<file path="src/rtl/bbsm_pkg.sv">
// Package for the base-b softmax unit: shared constants, the
// controller/datapath command and status structs, and the 2^-(2^-i) root table.
// No dependencies.
package bbsm_pkg;

    localparam int VEC_MAX_DEF = 64;
    localparam int X_W         = 16;
    localparam int CFG_W       = 16;
    localparam int TERM_W      = 32;
    localparam int SUM_W       = 24;
    localparam int PROB_W      = 16;
    localparam int IDX_W       = 6;
    localparam int FRAC_BITS   = 20;
    localparam int P_W         = 31;   // Q1.30 running product
    localparam int ROOT_W      = 30;
    localparam int E_W         = 17;   // Q1.16 exponent
    localparam int NUM_W       = 34;   // divider numerator
    localparam int Q_W         = 18;
    localparam int OUT_DATA_W  = 24;
    localparam logic signed [CFG_W-1:0] LOG2_BASE_RST = 16'sd23637;

    typedef struct packed {
        logic load;       // store an input item
        logic clr_vec;    // clear vector state
        logic idx_clr;
        logic idx_inc;
        logic rd;         // read term store at current index
        logic exp_start;  // latch d = max - term
        logic exp_step;
        logic acc;        // add e into sum
        logic div_start;
        logic div_step;
        logic emit;       // load output register
    } t_cmd;

    typedef struct packed {
        logic exp_done;
        logic div_done;
        logic idx_last;
        logic out_free;
    } t_sts;

    function automatic logic [63:0] isqrt64(input logic [63:0] v_in);
        logic [63:0] v;
        logic [63:0] r;
        logic [63:0] b;
        v = v_in;
        r = '0;
        b = 64'd1 << 62;
        for (int n = 0; n < 32; n++) begin
            if (b > v) b = b >> 2;
        end
        for (int n = 0; n < 32; n++) begin
            if (b != 0) begin
                if (v >= r + b) begin
                    v = v - (r + b);
                    r = (r >> 1) + b;
                end else begin
                    r = r >> 1;
                end
                b = b >> 2;
            end
        end
        return r;
    endfunction

    // r_0 = 2^29, r_i = isqrt(r_(i-1) * 2^30), packed 30 bits per entry
    function automatic logic [(FRAC_BITS+1)*ROOT_W-1:0] calc_roots();
        logic [(FRAC_BITS+1)*ROOT_W-1:0] res;
        logic [63:0] r;
        r = 64'd1 << 29;
        res = '0;
        res[0 +: ROOT_W] = r[ROOT_W-1:0];
        for (int i = 1; i <= FRAC_BITS; i++) begin
            r = isqrt64(r << 30);
            res[i*ROOT_W +: ROOT_W] = r[ROOT_W-1:0];
        end
        return res;
    endfunction

    localparam logic [(FRAC_BITS+1)*ROOT_W-1:0] ROOTS_FLAT = calc_roots();

endpackage

</file>
<file path="src/rtl/bbsm_ctrl.sv">
// Sequencer for the base-b softmax unit: load, sum pass, normalise pass.
// Depends on bbsm_pkg.
module bbsm_ctrl (
    input  logic           i_clk,
    input  logic           i_rst_n,
    input  logic           i_in_valid,
    input  logic           i_in_last,
    output logic           o_in_ready,
    input  bbsm_pkg::t_sts i_sts,
    output bbsm_pkg::t_cmd o_cmd
);
    import bbsm_pkg::*;

    typedef enum logic [10:0] {
        S_IDLE      = 11'b000_0000_0001,
        S_SUM_RD    = 11'b000_0000_0010,
        S_SUM_LD    = 11'b000_0000_0100,
        S_SUM_EXP   = 11'b000_0000_1000,
        S_SUM_ACC   = 11'b000_0001_0000,
        S_DIV_RD    = 11'b000_0010_0000,
        S_DIV_LD    = 11'b000_0100_0000,
        S_DIV_EXP   = 11'b000_1000_0000,
        S_DIV_START = 11'b001_0000_0000,
        S_DIV_RUN   = 11'b010_0000_0000,
        S_EMIT      = 11'b100_0000_0000
    } t_state;

    t_state r_state, n_state;

    assign o_in_ready = (r_state == S_IDLE);

    always_comb begin
        n_state = r_state;
        o_cmd   = '0;
        unique case (r_state)
            S_IDLE: begin
                if (i_in_valid) begin
                    o_cmd.load = 1'b1;
                    if (i_in_last) begin
                        o_cmd.idx_clr = 1'b1;
                        n_state = S_SUM_RD;
                    end
                end
            end
            S_SUM_RD: begin
                o_cmd.rd = 1'b1;
                n_state = S_SUM_LD;
            end
            S_SUM_LD: begin
                o_cmd.exp_start = 1'b1;
                n_state = S_SUM_EXP;
            end
            S_SUM_EXP: begin
                o_cmd.exp_step = 1'b1;
                if (i_sts.exp_done) n_state = S_SUM_ACC;
            end
            S_SUM_ACC: begin
                o_cmd.acc = 1'b1;
                if (i_sts.idx_last) begin
                    o_cmd.idx_clr = 1'b1;
                    n_state = S_DIV_RD;
                end else begin
                    o_cmd.idx_inc = 1'b1;
                    n_state = S_SUM_RD;
                end
            end
            S_DIV_RD: begin
                o_cmd.rd = 1'b1;
                n_state = S_DIV_LD;
            end
            S_DIV_LD: begin
                o_cmd.exp_start = 1'b1;
                n_state = S_DIV_EXP;
            end
            S_DIV_EXP: begin
                o_cmd.exp_step = 1'b1;
                if (i_sts.exp_done) n_state = S_DIV_START;
            end
            S_DIV_START: begin
                o_cmd.div_start = 1'b1;
                n_state = S_DIV_RUN;
            end
            S_DIV_RUN: begin
                o_cmd.div_step = 1'b1;
                if (i_sts.div_done) n_state = S_EMIT;
            end
            S_EMIT: begin
                if (i_sts.out_free) begin
                    o_cmd.emit = 1'b1;
                    if (i_sts.idx_last) begin
                        o_cmd.clr_vec = 1'b1;
                        n_state = S_IDLE;
                    end else begin
                        o_cmd.idx_inc = 1'b1;
                        n_state = S_DIV_RD;
                    end
                end
            end
            default: n_state = S_IDLE;
        endcase
    end

    always_ff @(posedge i_clk) begin
        if (!i_rst_n) begin
            r_state <= S_IDLE;
        end else begin
            r_state <= n_state;
        end
    end

endmodule

</file>
<file path="config.mk">
export PLATFORM = sky130hd
export DESIGN_NAME = bbsm_ctrl
export DESIGN_NICKNAME = d
export VERILOG_FILES = /design/src/rtl/bbsm_pkg.sv /design/src/rtl/bbsm_ctrl.sv
export SDC_FILE = /design/constraint.sdc
export NUM_CORES = 1
export LEC_CHECK = 0
export BUFFER_PORTS_ARGS = -buffer_cell sky130_fd_sc_hd__buf_2
export CAP_MARGIN = 5
export CORE_MARGIN = 2
export CORE_UTILIZATION = 51
export DETAILED_ROUTE_END_ITERATION = 8
export PLACE_DENSITY_LB_ADDON = 0.2
export SYNTH_ARGS = -nofsm -noshare
export SYNTH_HDL_FRONTEND = slang
export SYNTH_SLANG_ARGS = --single-unit
</file>
<file path="constraint.sdc">
create_clock -name i_clk -period 2.5 [get_ports i_clk]
set_input_delay 0.125 -clock i_clk [delete_from_list [all_inputs] [get_ports i_clk]]
set_output_delay 0.125 -clock i_clk [all_outputs]
set_load 0.05 [all_outputs]
</file>
# After elaboration in Yosys (flattened, before gate mapping)
# Index checks and enable logic that the tools add are counted.
# word_totals
reg_bits	11
output_inout_bits	12
wordCells	50
# op_classes
n_eq_ne	17
muxes	28
n_reduce_logical	4
# ops
cell	n
11-bit case mux with 11 select lines	1
11-bit 2-to-1 mux	6
1-bit 2-to-1 mux	17
6-bit 2-to-1 mux	2
2-bit != test, second input constant	6
11-bit by 1-bit == test with 1-bit output, second input constant	1
11-bit by 10-bit == test with 1-bit output, second input constant	1
11-bit == test, second input constant	1
11-bit by 2-bit == test with 1-bit output, second input constant	1
11-bit by 3-bit == test with 1-bit output, second input constant	1
11-bit by 4-bit == test with 1-bit output, second input constant	1
11-bit by 5-bit == test with 1-bit output, second input constant	1
11-bit by 6-bit == test with 1-bit output, second input constant	1
11-bit by 7-bit == test with 1-bit output, second input constant	1
11-bit by 8-bit == test with 1-bit output, second input constant	1
11-bit by 9-bit == test with 1-bit output, second input constant	1
6-bit AND reduction	1
2-bit OR reduction	3
1-bit case mux with 2 select lines	2

# Longest topological paths before layout
# logic_depth
ltp_word	3
depth_mapped	8
ltp_nobuf	6

# Worst setup path after synthesis
# Ideal clock, no wire load.
# synth_path
kind	reg-to-output
start	register r_state[5]
end	output port o_cmd[8] (netlist name)
t_arrival_ns	2.749
setup_slack_ns	-0.374
stages_incl_launch_ff	7
cell_sequence	dfxtp_1 buf_2 nor4_1 and3_1 clkbuf_1 inv_1 o21ai_0
# synth_lines
element	line	text
start: declaration	bbsm_ctrl.sv:28	t_state r_state, n_state;
start signal: assignment	bbsm_ctrl.sv:107	r_state <= n_state;
end: declaration	bbsm_ctrl.sv:10	output bbsm_pkg::t_cmd o_cmd

==> metrics <==
# diodes 0; FMAX 434.1 MHz; gr usage total 22.76%; register area share after synthesis 26.79%; Filler cells 147; critical path class reg -> out; Die H 44.15 µm; hold crit path type in -> reg; Post-CTS Setup Inserts 0; syn nets 115; Nets 134; DRT antenna net count 0; clock buffer depth 2; Pleak 0.4262 nW; Reg clk slew, reported paths 0.07 ns; endpoints failing setup 0; Layout Area Growth over Synthesis 14.61%; Clock Skew 0.008036 ns; number of buffers created by CTS 3; DRC viols 0; largest net degree at the start of global routing 12; Worst EP required 2.38 ns; crit path max fanout 9; Largest register FFs 11; crit path max-delay cell type or3_1; Worst Tran Pin Value 0.4723 ns; endpoints failing hold 0; # IOs 20; Slew Limit Fails 0; die area 0.001949 mm²; Pwr Density 598.2 mW/mm²; crit-path max cell delay 0.43 ns; final worst path period need 2.303 ns; worst setup margin 0.1966 ns; clk root buf clkbuf_4; Final Cycle Share 92.13%; area of the core 0.001506 mm²; CTS resizes 0; Syn Area/Cell 7.683 µm²; DRT Wirelength 2000 µm; drt first pass iters 5; cell area after synthesis 822.0 µm²; Slew HR 68.07%; Mapped Cells 107; Buffers on Ports 19; nature of the critical path startpoint flip-flop; Worst Setup End Kind output port; Final Util 62.54%; routed vias/inst 5.950; Critical Path AT 2.18 ns; initial core utilization 54.57%; first-pass GRT wire length 3243 µm; largest reg by FF count r_state; CP delay by family, top simple AND/OR/NAND/NOR gates; Synth cell types 39; RePlAce Congestion 0.8800; Overflow after GRT 0; yosys warns 0; Final Total Pwr 0.0005636 W; Final TNS setup 0 ns; outcome complete, no violations; Wirelength per Cell 14.18 µm; vias 839; Iteration-0 DRC Markers 47; Worst-Skew Late Latency 0.28 ns; H-tree depth 1; peak supply drop 0.4626 mV; pre-CTS WS 0.4448 ns; antenna violations before repair 0; CTS tree built; biggest regs r_state x11; num rows 14; vias in the first global route 706; Sink Count 11; CP cell instances or3_1 > nor3_1 > and3_1 > and2_1 > nor2_1 > nor2_2 > buf_2; unrepaired setup endpoints after global routing no; number of max-cap violations 0; flops & latches, synth 11; Die W 44.15 µm; DP Wirelength 1532 µm; Buf/Inv on CP 1; fraction of layout cells with a size suffix above 1 30.40%; CTS Hold Buffers Added 0
-- cell usage after synthesis --
| library cell | number | area [µm²] |
|---|---|---|
| or3b_2 | 1 | 8.760 |
| clkbuf_1 | 3 | 11.26 |
| a21oi_1 | 6 | 30.03 |
| a22oi_1 | 1 | 7.510 |
| or2_1 | 1 | 6.260 |
| nor2_2 | 3 | 18.77 |
| nor4_4 | 1 | 21.27 |
| xor2_1 | 3 | 26.28 |
| and4b_1 | 2 | 20.02 |
| o21ai_1 | 1 | 5.000 |
| buf_6 | 2 | 22.52 |
| inv_1 | 4 | 15.01 |
| nor3_2 | 2 | 20.02 |
| and3_1 | 3 | 18.77 |
| nand4_1 | 5 | 31.28 |
| or4_1 | 1 | 7.510 |
| o21ai_0 | 3 | 15.01 |
| a21oi_2 | 1 | 8.760 |
| nand3_1 | 1 | 5.000 |
| nor2b_1 | 1 | 6.260 |
| buf_2 | 4 | 20.02 |
| xnor2_1 | 2 | 17.52 |
| nor3b_1 | 1 | 7.510 |
| nor2_1 | 13 | 48.80 |
| a32oi_1 | 1 | 8.760 |
| mux2i_1 | 2 | 20.02 |
| a21o_1 | 1 | 7.510 |
| nor4b_1 | 1 | 8.760 |
| nor4_1 | 4 | 25.02 |
| dfxtp_1 | 11 | 220.2 |
| or3_1 | 1 | 6.260 |
| or3_4 | 1 | 11.26 |
| and2_1 | 2 | 12.51 |
| nand2_1 | 8 | 30.03 |
| o211ai_1 | 1 | 7.510 |
| nor3_1 | 4 | 20.02 |
| o2bb2ai_2 | 1 | 15.01 |
| or4_4 | 1 | 11.26 |
| nand2b_1 | 3 | 18.77 |
-- kinds of logic after synthesis --
logic type | after synthesis | synth area share, %
AO/OA/AOI/OAI | 16 | 12.79
XOR/XNOR | 5 | 5.328
buffers and inverters | 13 | 8.371
flip-flops | 11 | 26.79
multiplexers | 2 | 2.435
AND/OR/NAND/NOR | 60 | 44.29
-- cell usage in the layout, fill, tap and decap left out, types with 2 or more instances in the layout --
cell and instances:
a21oi_1 6, and2_1 2, and3_1 3, and4b_1 2, buf_2 19, buf_4 4, clkbuf_4 3, dfxtp_1 11
inv_1 4, mux2i_1 2, nand2_1 8, nand2b_1 3, nand4_1 5, nor2_1 12, nor2_2 4, nor3_1 4
nor3_2 2, nor4_1 4, o21ai_0 2, o21ai_1 2, xnor2_1 2, xor2_1 3
-- cell type report --
type                    count  area (µm²)  share of cell area [%]
flip-flops and latches     11       220.2                   23.37
well taps                  16       20.02                   2.125
repair buffers             23       125.1                   13.28
multi-input cells          83       535.5                   56.84
clock buffers               4       26.28                   2.789
inverters                   4       15.01                   1.594
-- final timing paths --
check	endpoint	startpoint	slack [ns]	cells past startpoint
worst min-delay path	r_state[0]$_SDFFE_PN1P_	i_rst_n	0.08	2
worst max-delay path	o_cmd[7]	r_state[2]$_SDFFE_PN0P_	0.20	7
worst max register to register	r_state[4]$_SDFFE_PN0P_	r_state[6]$_SDFFE_PN0P_	0.42	5
worst min register to register	r_state[6]$_SDFFE_PN0P_	r_state[5]$_SDFFE_PN0P_	0.56	2
-- layer usage --
metal	up-vias	share of wire [%]	track usage (%)
li1	416	-	-
met1	373	42	29.97
met2	46	48	37.06
met3	4	9.6	4.898
met4	0	1.2	7.273
met5	-	0	0
-- metrics by stage --
| stage | cells | hold WS (ns) | instance area (µm²) |
|---|---|---|---|
| after CTS | 141 | 0.07222 | 942.2 |
| final | 141 | 0.08006 | 942.2 |
| after global routing | 141 | 0.06990 | 942.2 |
| after global placement | 137 | 0.3518 | 915.9 |
| after floorplan | 107 | 0.2139 | 824.5 |
| after detailed placement | 137 | 0.3510 | 915.9 |
-- where the power goes --
part           switching (W)  internal, W  leakage [nW]  total (W)
clock network      0.0000646    0.0000619        0.0150   0.000126
logic               0.000158    0.0000766         0.322   0.000234
registers          0.0000182     0.000185        0.0891   0.000203
Power figures use the tool's default switching activity.
